**src/rtl/core/assert_macros.svh**
```systemverilog
// Assertion macros shared by the core RTL files.
`ifndef ASSERT_MACROS_SVH
`define ASSERT_MACROS_SVH
`ifndef SYNTHESIS
// Property must hold at every clock edge outside reset.
`define SID_ASSERT(lbl, clk, rst, prop, msg) \
  lbl: assert property (@(posedge clk) disable iff (rst) (prop)) else $error(msg);
// Condition must never be seen at a clock edge outside reset.
`define SID_ASSERT_NEVER(lbl, clk, rst, cond, msg) \
  lbl: assert property (@(posedge clk) disable iff (rst) !(cond)) else $error(msg);
`else
`define SID_ASSERT(lbl, clk, rst, prop, msg)
`define SID_ASSERT_NEVER(lbl, clk, rst, cond, msg)
`endif
`endif

```
**src/rtl/core/sid_pkg.sv**
```systemverilog
// Shared constants and types for the sorted insert deque.
package sid_pkg;

  localparam int DEPTH       = 16;
  localparam int VALUE_WIDTH = 32;
  localparam int ADDR_W      = $clog2(DEPTH);
  localparam int CNT_W       = $clog2(DEPTH + 1);

  localparam int OPCODE_W    = 3;
  localparam int VALUE_IN_W  = 32;
  localparam int VALUE_OUT_W = 32;
  localparam int STATUS_W    = 2;
  localparam int OCC_W       = 5;

  typedef logic [VALUE_WIDTH-1:0] value_t;

  typedef enum logic [OPCODE_W-1:0] {
    OP_INS_FRONT  = 3'd0,
    OP_INS_END    = 3'd1,
    OP_INS_SORTED = 3'd2,
    OP_REM_FRONT  = 3'd3,
    OP_REM_END    = 3'd4,
    OP_VIEW_FRONT = 3'd5,
    OP_VIEW_END   = 3'd6
  } opcode_t;

  typedef enum logic [STATUS_W-1:0] {
    ST_DONE  = 2'd0,
    ST_EMPTY = 2'd1,
    ST_FULL  = 2'd2
  } status_t;

  typedef struct packed {
    logic [OPCODE_W-1:0]   opcode;
    logic [VALUE_IN_W-1:0] value_in;
  } in_item_t;

  typedef struct packed {
    logic [VALUE_OUT_W-1:0] value_out;
    logic [STATUS_W-1:0]    status;
    logic [OCC_W-1:0]       occupancy;
  } out_item_t;

endpackage

```
**src/rtl/core/sid_ram.sv**
```systemverilog
// Generic simple dual-port RAM with one write port and one registered read port.
module sid_ram #(
  parameter int WIDTH = 32,
  parameter int DEPTH = 16
) (
  input  logic                     clk,
  input  logic                     we,
  input  logic [$clog2(DEPTH)-1:0] waddr,
  input  logic [WIDTH-1:0]         wdata,
  input  logic [$clog2(DEPTH)-1:0] raddr,
  output logic [WIDTH-1:0]         rdata
);

  logic [WIDTH-1:0] mem [DEPTH];

  always_ff @(posedge clk) begin
    if (we) begin
      mem[waddr] <= wdata;
    end
    rdata <= mem[raddr];
  end

endmodule

```
**src/rtl/core/sorted_insert_deque_top.sv**
```systemverilog
// Top level of the sorted insert deque: sequencer, entry RAM and result register.
//
// A bounded ordered list of up to DEPTH values. Each transfer on the input
// channel (in_valid/in_ready, in_data) carries one operation: insert at front,
// insert at end, sorted insert, remove front, remove end, view front or view
// end. Each operation gives exactly one transfer on the output channel
// (out_valid/out_ready, out_data) with the removed or viewed value, a status
// and the occupancy after the operation. The signed_compare register is
// written through cfg_we/cfg_wdata and selects signed or unsigned ordering.
// Entries live in a RAM with one write and one registered read port, and
// all shifting and searching walk through it one entry per cycle, with a
// single comparator used for the sorted search. An insert at end or into an
// empty list, a refused insert, an empty case and an unused opcode need no
// walk; a view or a remove at the end reads one entry; a remove at the front,
// an insert at the front and a sorted insert walk through the held entries.
// The block takes one item at a time; in_ready is high only while it is idle.
// A finished result waits in the output register, so a stalled receiver holds
// only the result and not the next input transfer. Reset empties the list,
// clears signed_compare and drops out_valid; no RAM clearing pass is needed.
`include "assert_macros.svh"

module sorted_insert_deque_top (
  input  logic               clk,
  input  logic               rst,
  input  logic               in_valid,
  output logic               in_ready,
  input  sid_pkg::in_item_t  in_data,
  output logic               out_valid,
  input  logic               out_ready,
  output sid_pkg::out_item_t out_data,
  input  logic               cfg_we,
  input  logic               cfg_wdata
);

  import sid_pkg::*;

  typedef enum logic [2:0] {
    S_IDLE,
    S_START,
    S_SCAN,
    S_SHUP,
    S_SHDN,
    S_PUT,
    S_READ,
    S_DONE
  } state_t;

  state_t              state;
  logic [OPCODE_W-1:0] op;
  value_t              val;
  logic [CNT_W-1:0]    cnt;
  logic [ADDR_W-1:0]   idx;
  logic [ADDR_W-1:0]   pos;
  value_t              res_val;
  status_t             res_status;
  logic                signed_compare;

  logic              ram_we;
  logic [ADDR_W-1:0] ram_waddr;
  value_t            ram_wdata;
  logic [ADDR_W-1:0] ram_raddr;
  value_t            rd_data;

  logic [ADDR_W-1:0] last;
  value_t            sign_flip;
  logic              gt;

  assign in_ready  = (state == S_IDLE);
  assign last      = ADDR_W'(cnt - 1'b1);

  // Flipping the sign bit turns an unsigned compare into a two's complement one.
  assign sign_flip = value_t'(signed_compare) << (VALUE_WIDTH - 1);
  assign gt        = (rd_data ^ sign_flip) > (val ^ sign_flip);

  sid_ram #(
    .WIDTH (VALUE_WIDTH),
    .DEPTH (DEPTH)
  ) u_ram (
    .clk   (clk),
    .we    (ram_we),
    .waddr (ram_waddr),
    .wdata (ram_wdata),
    .raddr (ram_raddr),
    .rdata (rd_data)
  );

  always_comb begin
    ram_we    = 1'b0;
    ram_waddr = idx;
    ram_wdata = rd_data;
    ram_raddr = idx;
    case (state)
      S_START: begin
        case (op)
          OP_INS_END: begin
            if (cnt != CNT_W'(DEPTH)) begin
              ram_we    = 1'b1;
              ram_waddr = ADDR_W'(cnt);
              ram_wdata = val;
            end
          end
          OP_INS_FRONT, OP_INS_SORTED: begin
            if (cnt == '0) begin
              ram_we    = 1'b1;
              ram_waddr = '0;
              ram_wdata = val;
            end
            ram_raddr = (op == OP_INS_FRONT) ? last : '0;
          end
          OP_REM_FRONT, OP_VIEW_FRONT: begin
            ram_raddr = '0;
          end
          OP_REM_END, OP_VIEW_END: begin
            ram_raddr = last;
          end
          default: begin
          end
        endcase
      end
      S_SCAN: begin
        ram_raddr = gt ? last : idx + 1'b1;
        // No stored entry is greater, so the value goes at the end.
        if (!gt && idx == last) begin
          ram_we    = 1'b1;
          ram_waddr = ADDR_W'(cnt);
          ram_wdata = val;
        end
      end
      S_SHUP: begin
        ram_we    = 1'b1;
        ram_waddr = idx + 1'b1;
        ram_wdata = rd_data;
        ram_raddr = idx - 1'b1;
      end
      S_SHDN: begin
        if (idx != '0) begin
          ram_we    = 1'b1;
          ram_waddr = idx - 1'b1;
          ram_wdata = rd_data;
        end
        ram_raddr = idx + 1'b1;
      end
      S_PUT: begin
        ram_we    = 1'b1;
        ram_waddr = pos;
        ram_wdata = val;
      end
      default: begin
      end
    endcase
  end

  always_ff @(posedge clk) begin
    if (rst) begin
      state          <= S_IDLE;
      cnt            <= '0;
      signed_compare <= 1'b0;
      out_valid      <= 1'b0;
    end else begin
      if (cfg_we) begin
        signed_compare <= cfg_wdata;
      end
      // In the done state the output register is handled below.
      if (out_valid && out_ready && state != S_DONE) begin
        out_valid <= 1'b0;
      end
      case (state)
        S_IDLE: begin
          if (in_valid) begin
            op    <= in_data.opcode;
            val   <= value_t'(in_data.value_in);
            state <= S_START;
          end
        end
        S_START: begin
          res_val    <= '0;
          res_status <= ST_DONE;
          case (op)
            OP_INS_FRONT, OP_INS_END, OP_INS_SORTED: begin
              if (cnt == CNT_W'(DEPTH)) begin
                res_status <= ST_FULL;
                state      <= S_DONE;
              end else if (op == OP_INS_END || cnt == '0) begin
                cnt   <= cnt + 1'b1;
                state <= S_DONE;
              end else if (op == OP_INS_FRONT) begin
                pos   <= '0;
                idx   <= last;
                state <= S_SHUP;
              end else begin
                idx   <= '0;
                state <= S_SCAN;
              end
            end
            OP_REM_FRONT, OP_REM_END, OP_VIEW_FRONT, OP_VIEW_END: begin
              if (cnt == '0) begin
                res_status <= ST_EMPTY;
                state      <= S_DONE;
              end else if (op == OP_REM_FRONT) begin
                idx   <= '0;
                state <= S_SHDN;
              end else begin
                state <= S_READ;
              end
            end
            default: begin
              state <= S_DONE;
            end
          endcase
        end
        S_SCAN: begin
          if (gt) begin
            pos   <= idx;
            idx   <= last;
            state <= S_SHUP;
          end else if (idx == last) begin
            cnt   <= cnt + 1'b1;
            state <= S_DONE;
          end else begin
            idx <= idx + 1'b1;
          end
        end
        S_SHUP: begin
          if (idx == pos) begin
            state <= S_PUT;
          end else begin
            idx <= idx - 1'b1;
          end
        end
        S_PUT: begin
          cnt   <= cnt + 1'b1;
          state <= S_DONE;
        end
        S_SHDN: begin
          // The first word read back is the front entry being removed.
          if (idx == '0) begin
            res_val <= rd_data;
          end
          if (idx == last) begin
            cnt   <= cnt - 1'b1;
            state <= S_DONE;
          end else begin
            idx <= idx + 1'b1;
          end
        end
        S_READ: begin
          res_val <= rd_data;
          if (op == OP_REM_END) begin
            cnt <= cnt - 1'b1;
          end
          state <= S_DONE;
        end
        S_DONE: begin
          if (!out_valid || out_ready) begin
            out_valid          <= 1'b1;
            out_data.value_out <= VALUE_OUT_W'(res_val);
            out_data.status    <= res_status;
            out_data.occupancy <= OCC_W'(cnt);
            state              <= S_IDLE;
          end
        end
        default: begin
          state <= S_IDLE;
        end
      endcase
    end
  end

  `SID_ASSERT_NEVER(a_cnt_bound, clk, rst, cnt > CNT_W'(DEPTH), "entry count above depth")
  `SID_ASSERT(a_write_in_range, clk, rst, ram_we |-> (CNT_W'(ram_waddr) <= cnt), "RAM write past end of list")
  `SID_ASSERT(a_cnt_step, clk, rst, !$stable(cnt) |-> ((cnt == $past(cnt) + 1'b1) || (cnt == $past(cnt) - 1'b1)), "entry count moved by more than one")
  `SID_ASSERT(a_out_from_done, clk, rst, $rose(out_valid) |-> $past(state == S_DONE), "result presented outside the done state")
  `SID_ASSERT(a_full_occupancy, clk, rst, (out_valid && out_data.status == ST_FULL) |-> (out_data.occupancy == OCC_W'(DEPTH)), "full status with list not full")

endmodule
```
**config.mk**
```make
export PLATFORM = sky130hd
export DESIGN_NAME = sorted_insert_deque_top
export DESIGN_NICKNAME = d
export VERILOG_FILES = /design/src/rtl/core/sid_pkg.sv /design/src/rtl/core/sid_ram.sv /design/src/rtl/core/sorted_insert_deque_top.sv
export VERILOG_INCLUDE_DIRS = /design/src /design/src/rtl/core
export SDC_FILE = /design/constraint.sdc
export NUM_CORES = 1
export LEC_CHECK = 0
export BUFFER_PORTS_ARGS = -buffer_cell sky130_fd_sc_hd__buf_2
export CAP_MARGIN = 20
export CORE_ASPECT_RATIO = 1.75
export CORE_UTILIZATION = 30
export CTS_CLUSTER_DIAMETER = 60
export DETAILED_ROUTE_END_ITERATION = 10
export PLACE_DENSITY = 0.49
export SLEW_MARGIN = 10
export SYNTH_ARGS = -nofsm -noshare
export SYNTH_HDL_FRONTEND = slang
export SYNTH_SLANG_ARGS = --single-unit
```
**constraint.sdc**
```tcl
create_clock -name clk -period 12.3 [get_ports clk]
set_input_delay 1.23 -clock clk [delete_from_list [all_inputs] [get_ports clk]]
set_output_delay 1.23 -clock clk [all_outputs]
set_load 0.01 [all_outputs]
```
# After elaboration in Yosys (flattened, before gate mapping)

Memories as Yosys holds them, arrays and structs flattened. A register that Yosys moved wholly into a read port is not among the register bits.
Index checks and enable logic that the tools add are counted.

Output and inout bits: 41
Memories: 1
Logic and storage cells: 157
Memory bits (writable): 512
Bits in registers: 126
Bits of input ports: 41

Memory list:

| name      | words | width | read ports | clocked after Yosys merged registers in | write ports | RTL line      | text |
|---|---|---|---|---|---|---|---|
| u_ram.mem | 16    | 32    | 1          | 1                                       | 1           | sid_ram.sv:14 | `logic [WIDTH-1:0] mem [DEPTH];` |

Eq/ne operators: 38
Add/sub/neg operators: 4
Reduce and logical (&&, ||, !) cells: 31
$lt $le $gt $ge: 1
Mux-type cells: 66
Bitwise operators: 3

Operator list:

| operator             | count |
|---|---|
| $pmux W32 S3         | 2 |
| $mux W32             | 4 |
| $mux W4              | 18 |
| $pmux W32 S2         | 1 |
| $xor A32 B32 Y32     | 2 |
| $mux W5              | 7 |
| $gt A32 B32 Y1       | 1 |
| $pmux W4 S4          | 2 |
| $ne A2 B2 Y1 const B | 14 |
| $pmux W5 S5          | 1 |
| $pmux W4 S2          | 3 |
| $eq A3 B3 Y1 const B | 7 |
| $mux W3              | 7 |
| $pmux W3 S7          | 1 |
| $pmux W4 S5          | 1 |
| $reduce_and A8 Y1    | 2 |
| $ne A3 B3 Y1 const B | 5 |
| $eq A3 B2 Y1 const B | 4 |
| $pmux W4 S3          | 1 |
| $reduce_and A3 Y1    | 4 |
| $mux W1              | 11 |
| $reduce_or A2 Y1     | 5 |
| $eq A4 B4 Y1         | 2 |
| $reduce_bool A4 Y1   | 2 |
| other kinds (28)     | 36 |

# Logic depth before layout (Yosys ltp)

Gate-level depths: netlist (run 1).

Depth in word-level cells: 8
Mapped depth: 16
Depth with buffers taken out: 12

# Cells and area by module

A second synthesis (run 1) with hierarchy kept.

Cell total of the unflattened synthesis: 1571
Area, all modules: 27580.2 um2

By module, submodules not included:

| module                  | instances | area each (um2) | seq. area each (um2) | cells an instance |
|---|---|---|---|---|
| sid_ram                 | 1         | 19835.3         | 16015.4              | 838 |
| sorted_insert_deque_top | 1         | 7744.9          | 3683.5               | 733 |

# Worst setup path after synthesis (run 1)

No wires, ideal clock.

Kind: register -> register
Start: reg state[2]
End: reg out_data[0] in the netlist's numbering (enable)
Buffers on the path: 4
Clock period less this slack: 4.904 ns
Setup time: 0.492 ns
Arrival: 4.412 ns
Required time: 11.808 ns
Stages on the path, launching flop included: 7
Slack: 7.396 ns
Cells stage by stage: dfxtp_1 > clkbuf_1 > clkbuf_1 > clkbuf_1 > clkbuf_1 > nand2_1 > nor3b_1

Word-level cells in the longest chain between the ends: 2

Ends and longest elaborated chain:

| item                               | RTL line                       | text |
|---|---|---|
| start: declaration                 | sorted_insert_deque_top.sv:48  | `state_t state;` |
| start signal: assignment           | sorted_insert_deque_top.sv:155 | `state <= S_IDLE;` |
| start signal: assignment           | sorted_insert_deque_top.sv:172 | `state <= S_START;` |
| start signal: assignment           | sorted_insert_deque_top.sv:182 | `state <= S_DONE;` |
| $eq A3 B3 Y1                       | sorted_insert_deque_top.sv:167 | `case (state)` |
| $reduce_and A3 Y1 (no source line) | --                             |  |
| end: declaration                   | sorted_insert_deque_top.sv:30  | `output sid_pkg::out_item_t out_data,` |

No other way between the ends.
A chain may end at the register's enable or synchronous reset.

# Worst setup path in the final report (run 1)

Start: reg state[1]
End: reg u_ram.rdata[7], read port of u_ram.mem

Word-level cells in the longest chain between the ends: 2
Elaborated cells on any way between the ends: 5
Classes of those cells: 4 x eq/ne; 1 x mux

Ends and longest elaborated chain:

| item                                       | RTL line                      | text |
|---|---|---|
| $eq A3 B3 Y1, or another cell as far along | sorted_insert_deque_top.sv:92 | `case (state)` |
| $pmux W4 S4 *                              | sorted_insert_deque_top.sv:92 |  |
| end: declaration                           | sid_ram.sv:11                 | `output logic [WIDTH-1:0] rdata` |

Every way passes the cells marked *; elsewhere a longest branch is shown, timed or not.

==> out/qor.csv, run 1 <==
stage,metric,value,unit
yosys,syn_inst,1791,
critical_path,critPathCaptureType,flop,
cts,clock-root-buffer,clkbuf_16,
timing,slew_violations,0,
critical_path,critPathRequiredTime,12750,ps
power_and_ir_drop,leakagePower,11.4,nW
timing,period_needed,5570,ps
die,chipWidth,234,microns
global_route,gr-usage-all-layers,0.166,
cells_and_area,fillCellCount,8901,
hold_path,min_delay_path_depth,0,
run,drv_cap,0,
yosys,synth-compound-area-share,0.0889,
drt,wl_per_cell,25.5,microns
die,start_util,0.303,
drt,drt_pass1_iterations,11,
cells_and_area,num_antenna_cells,0,
cts,cts_tree,yes,
power_and_ir_drop,ir_drop,0.347,mV
timing,fin_crit_sh,0.453,
yosys,ys_types,85,
critical_path,r2r_slack,6730,ps
yosys,synth_fa_ha_area_frac,0.0163,
cells_and_area,final_common_cell,edfxtp_1,
timing,fin_skew,20.7,ps
critical_path,arrival,6020,ps
drt,drc,11,
critical_path,r2r_start,state[1]$_SDFFE_PP0P_,
yosys,yosysWarnings,0,
cells_and_area,multi_input_area,8030,sq um
cts,clock_sinks,670,
yosys,synth_seq_cells,670,
timing,setup_slack,6730,ps
yosys,ys_seq_area_frac,0.696,
yosys,syn_area,28300,sq um
cts,clk_latency,620,ps
cts,cts_post_setup_buffers_inserted,0,
cells_and_area,fin_nets,1974,
die,core-area,93300,sq um
timing,hold_viol_final,0,
die,die_y,408,microns
hold_path,hp-start,res_val[20]$_SDFFCE_PP0P_,
global_route,grt_max_degree,144,
die,io_pins,82,
cts,cts_buffer_depth,3,
yosys,synthArstFlopShare,0,
timing,hold-worst-slack,414,ps
drt,vias,16000,
drt,drt_wl_total,80000,microns
power_and_ir_drop,powerDensity,319,nW/um^2
drt,via_per_inst,5.08,
critical_path,criticalPathCategory,flop to flop,
critical_path,timing.rr.end,u_ram.rdata[7]$_DFF_P_,
outcome,outcome,"complete, but fails checks",
placement,gp_congestion,0.902,
timing,tns,0,ps
global_route,grt-ovfl-total,0,
timing,max_freq,179,MHz
hold_path,min_to,out_data[27]$_DFFE_PP_,
timing,finalSetupViolations,0,
critical_path,worst-path-max-fanout,60,
cts,cts_hold_buf,0,
cells_and_area,mostFrequentLayoutCells,"edfxtp_1 (628), mux2i_1 (260), buf_2 (81)",
global_route,grt_pass1_wl,114000,microns
critical_path,worst-r2r-cell-count,13,
yosys,synth_top_family_by_area,multiplexers,
cells_and_area,regArea,19700,sq um
cells_and_area,utilization,0.347,
yosys,synthSimpleGateAreaFrac,0.0447,
cts,clk_pin_slew_worst_paths,70,ps
die,dieArea,95700,sq um
critical_path,startpoint,state[1]$_SDFFE_PP0P_,
cells_and_area,final_layout_size_suffix_gt1_frac,0.210,
yosys,synth-xor-area-share,0.00826,
drt,drt_iter0_drc,904,
cts,cts_inserted_buffers,57,
timing,tightest_slew,1330,ps
global_route,antenna_found_initial,2,
outcome,failed_checks,DRC,
power_and_ir_drop,finalPower,10.3,mW
timing,grt_setup_unrepaired,no,
placement,io_buffers,81,
placement,hpwlAfterDp,47800,microns
global_route,first_global_vias,16500,
cts,cts_resized,0,
drt,ant_nets,0,
yosys,synth_flop_cell,edfxtp_1,
yosys,synth_nets,1868,
cts,cts_max_level,2,
timing,slew-limit-headroom,0.114,
critical_path,startpoint_type,flop,
yosys,synth_area_per_cell,15.8,sq um
die,num_rows,148,
yosys,synth.area.mux_share,0.119,
yosys,synth-edff-count,628,
cells_and_area,area_growth,14.3,%
hold_path,worstHoldPathType,flop to flop,
placement,dp_slack,6760,ps
-- worst max-delay path: stages, from the launching register on --
cell and delay, ps:
dfxtp_1 310, buf_4 270, inv_1 320, nor2_1 530, nand2_1 630, nor2_1 380, nand3_1 180, nand3_4 110
buf_4 740, buf_4 880, mux2i_1 260, mux2i_1 90, a22oi_1 310, o31ai_2 180
-- how the worst max path moves through the flow --
stage                                  end  slack [ps]  depth (start not counted)
finish              u_ram.rdata[7]$_DFF_P_        6730                         13
global route        u_ram.rdata[7]$_DFF_P_        6430                         13
CTS                 u_ram.rdata[7]$_DFF_P_        6750                         13
detailed placement  u_ram.rdata[7]$_DFF_P_        6760                         13
global placement    u_ram.rdata[7]$_DFF_P_        6760                         13
floorplan            out_data[0]$_DFFE_PP_        7400                          6
-- flip-flops by register name, indices dropped and copies added, names as in the netlist --
signal,flops
val,32
cnt,5
u_ram.rdata,32
state,3
signed_compare,1
idx,4
op,3
u_ram.mem,512
pos,4
out_data,39
res_status,2
out_valid,1
res_val,32
-- through the flow --
stage | instances | cell area (sq um)
after floorplan | 1791 | 28300
after global routing | 3142 | 32400
after global placement | 3033 | 30300
after CTS | 3138 | 32300
after detailed placement | 3034 | 30300
final | 3142 | 32400
-- logic make-up after synthesis --
family          count (synthesis)
mux                           328
buf+inv                       145
simple gates                  258
compound gates                328
xor+xnor                       25
flops                         670
fa+ha+maj                      37
-- report_power, final --
part | internal, mW | switching [mW]
registers | 3.40 | 0.162
clock network | 1.15 | 0.839
logic | 1.70 | 3.07
total | 6.25 | 4.07
-- cells in the mapped netlist, drive strengths merged (3+ instances only) --
master | number | area [sq um]
and3 | 38 | 243
a22o | 32 | 280
o221ai | 3 | 26.3
o22ai | 40 | 264
a22oi | 34 | 355
xor2 | 8 | 77.6
o21ai | 64 | 328
nor3b | 3 | 22.5
mux2i | 260 | 2600
o32a | 4 | 40.0
nand4 | 8 | 56.3
clkbuf | 41 | 155
dfxtp | 42 | 841
nor2 | 72 | 273
buf | 62 | 452
nand2 | 80 | 303
xnor2 | 17 | 156
a21o | 5 | 37.5
a211oi | 11 | 92.6
nand2b | 8 | 50.1
mux2 | 68 | 769
o211ai | 10 | 88.8
ha | 36 | 450
o2bb2ai | 4 | 35.0
a2bb2oi | 3 | 26.3
and2 | 3 | 18.8
nor3 | 10 | 50.1
a31oi | 8 | 50.1
edfxtp | 628 | 18900
nor2b | 9 | 63.8
o31ai | 34 | 410
a21oi | 57 | 297
nand3 | 16 | 90.1
inv | 42 | 158
-- cell type report --
cell class,instances,share of cell area
well taps,1200,0.0464
clock buffers,71,0.0470
flip-flops and latches,670,0.609
repair buffers,150,0.0289
clock inverters,33,0.0160
inverters,42,0.00487
multi-input cells,976,0.248
-- routing by layer --
metal | track usage | up-vias | wire [microns]
met2 | 0.311 | 439 | 43200
met5 | 0 | - | 0
met4 | 0.0796 | 0 | 3850
met1 | 0.184 | 8195 | 30100
met3 | 0.0166 | 173 | 2810
li1 | - | 7170 | -
Power figures use the tool's default switching activity.
==> run 2, diff against run 1 <==
PLACE_DENSITY = 0.51   (was 0.49)
clock period = 4.6 ns   (was 12.3 ns; I/O delays follow)
==> run 2 against run 1 <==
The run still ends with DRC left. Sequential power rose to 2.7 times the previous value. Wire length fell by 1.4%. Power rose to 2.8 times the previous value. Critical path type unchanged. Highest routed layer is now met5. Count of clock-buffer cells in the layout rose by 4. Sequential share of layout area fell by 1.9 points. Flip-flop and latch count did not move. Non-clock buffer count rose by 96. Critical endpoint is now u_ram.mem[8][10]$_DFFE_PP_. Global-route usage fell by 0.24 points. Worst setup slack got worse by 6500 ps. Via count rose by 1.5%. Maximum frequency rose by 28%.
==> out/qor.csv, run 2 (synthesized netlist as in run 1, its figures left out) <==
stage,metric,value,unit,change
cells_and_area,largest_register_ffs,512,,unchanged
timing,max_freq,230,MHz,+28%
cts,cts_tree,yes,,
critical_path,slowest_delay,430,ps,-450 ps
die,die_y,408,microns,unchanged
cells_and_area,top_register,u_ram.mem,,
timing,slew_violations,0,,unchanged
critical_path,arrival,4640,ps,-1380 ps
die,num_rows,148,,unchanged
cts,clk_latency,640,ps,+20 ps
die,start_util,0.303,,unchanged
timing,tightest_slew,1100,ps,-231 ps
critical_path,critPathBufInv,2,,-2
hold_path,worstHoldPathType,primary input to flop,,
cts,cts_resized,0,,unchanged
cts,cts_buffer_depth,3,,unchanged
drt,ant_nets,0,,unchanged
outcome,failed_checks,DRC,,
drt,via_per_inst,5.01,,-1.5%
cells_and_area,fillCellCount,8917,,+0.18%
critical_path,slowest_stage,nor4_1,,
global_route,grt_max_degree,37,,-74%
critical_path,startpoint,u_ram.rdata[9]$_DFF_P_,,
drt,vias,16200,,+1.5%
cells_and_area,top_regs,"u_ram.mem: 512 flops, out_data: 39 flops",,
power_and_ir_drop,powerDensity,856,nW/um^2,+170%
global_route,grt_pass1_wl,114000,microns,-0.33%
cts,cts_max_level,2,,unchanged
drt,drt_wl_total,78900,microns,-1.4%
critical_path,critPathCaptureType,flop,,
global_route,grt.busiest_layer,met2,,
die,chipWidth,234,microns,unchanged
drt,wl_per_cell,24.3,microns,-4.4%
cells_and_area,final_common_cell,edfxtp_1,,
timing,setup_slack,260,ps,-6470 ps
cts,cts_inserted_buffers,57,,unchanged
timing,fin_crit_sh,0.943,,+0.490
placement,gp_congestion,0.957,,+6.1%
global_route,gr-usage-met1,0.180,,-0.00366
power_and_ir_drop,leakagePower,11.9,nW,+4.4%
die,dieArea,95700,sq um,unchanged
global_route,globalRouteMet3Util,0.0164,,-0.000140
timing,period_needed,4340,ps,-1230 ps
critical_path,crit_family,simple AND/OR/NAND/NOR gates,,
critical_path,criticalPathCategory,flop to flop,,
cells_and_area,area_growth,18.0,%,
hold_path,hp-start,in_data[24],,
critical_path,startpoint_type,flop,,
critical_path,worst-path-max-fanout,32,,-47%
cts,clk_pin_slew_worst_paths,70,ps,about the same
cells_and_area,mostFrequentLayoutCells,"edfxtp_1 (628), mux2i_1 (260), buf_4 (106)",,
cells_and_area,fin_nets,2070,,+4.9%
die,core-area,93300,sq um,unchanged
cells_and_area,num_antenna_cells,0,,unchanged
global_route,grtUsageMet2,0.310,,-0.000966
timing,finalSetupViolations,0,,unchanged
drt,drt_iter0_drc,958,,+6.0%
cts,clock-root-buffer,clkbuf_16,,
timing,fin_skew,33.2,ps,+12.5 ps
timing,slew-limit-headroom,0.260,,+0.146
cts,clock_sinks,670,,unchanged
run,drv_cap,0,,unchanged
global_route,gr-usage-all-layers,0.164,,-0.00244
cells_and_area,final_layout_size_suffix_gt1_frac,0.233,,+0.0232
global_route,first_global_vias,17000,,+3.3%
timing,grt_setup_unrepaired,no,,
drt,drt_pass1_iterations,8,,-3
power_and_ir_drop,finalPower,28.6,mW,+180%
critical_path,path_cells,"ha_1, nand4_1, nor4_1, buf_4, and3b_1, o31a_4, a211oi_2, o211ai_1, a221oi_1, nor2b_1, nand2_1, nor2_4, buf_12",,
critical_path,critPathRequiredTime,4900,ps,-7850 ps
outcome,outcome,"complete, but fails checks",,
power_and_ir_drop,ir_drop,0.665,mV,+91%
critical_path,r2r_start,u_ram.rdata[9]$_DFF_P_,,
global_route,antenna_found_initial,4,,+2
drt,drc,10,,-1
placement,hpwlAfterDp,52700,microns,+10%
placement,dp_slack,268,ps,-6490 ps
global_route,grt-ovfl-total,0,,unchanged
placement,io_buffers,81,,unchanged
timing,hold_viol_final,0,,unchanged
die,io_pins,82,,unchanged
timing,tns,0,ps,unchanged
[run 2: cell count changes in the layout (fill, tap and decap cells not counted), moves of 3 or more]
| cell | change |
|---|---|
| buf_12 | +30 |
| clkbuf_8 | +4 |
| inv_16 | +3 |
| bufinv_16 | -7 |
| dlygate4sd3_1 | +27 |
| o21ai_0 | +4 |
| buf_4 | +39 |
| o21ai_1 | -4 |
[run 2: what timing repair did]
item,in CTS,in global routing
buffers inserted,0,0
hold endpoints to repair,27,0
hold buffers,27,0
[run 2: layout make-up]
type	count	area [sq um]	area share
multi-input combinational	976	8030	0.240
inverter	42	158	0.00472
clock inverter	31	369	0.0110
tap	1200	1500	0.0449
sequential	670	19700	0.590
timing repair buffer	246	2100	0.0628
clock buffer	75	1550	0.0465
[run 2: where the power goes]
| group | internal [mW] | switching, mW | total [mW] | leakage, nW |
|---|---|---|---|---|
| combinational | 5.37 | 8.70 | 14.1 | 4.94 |
| sequential | 9.07 | 0.450 | 9.52 | 6.05 |
| clock | 2.75 | 2.26 | 5.01 | 0.940 |
[run 2: final timing paths]
path	endpoint	slack [ps]	cells after the start
setup / recovery	u_ram.mem[8][10]$_DFFE_PP_	260	13
hold / removal	val[24]$_DFFE_PP_	30	1
setup reg to reg	u_ram.mem[8][10]$_DFFE_PP_	260	13
hold reg to reg	out_data[20]$_DFFE_PP_	420	0
[run 2: metal layers]
layer  vias up  routed length [microns]
met4         4                     3470
met2       427                    42900
met1      8255                    30000
met3       168                     2470
li1       7370                        -
met5         -                       26
[run 2: through the flow]
stage,instance area (sq um),hold WS [ps],cells,utilization
floorplan,28300,400,1791,-
global route,33400,12.5,3240,0.358
detailed placement,31200,406,3106,0.334
global placement,31200,402,3106,0.334
CTS,33400,0.363,3239,0.358
finish,33400,29.2,3240,0.358
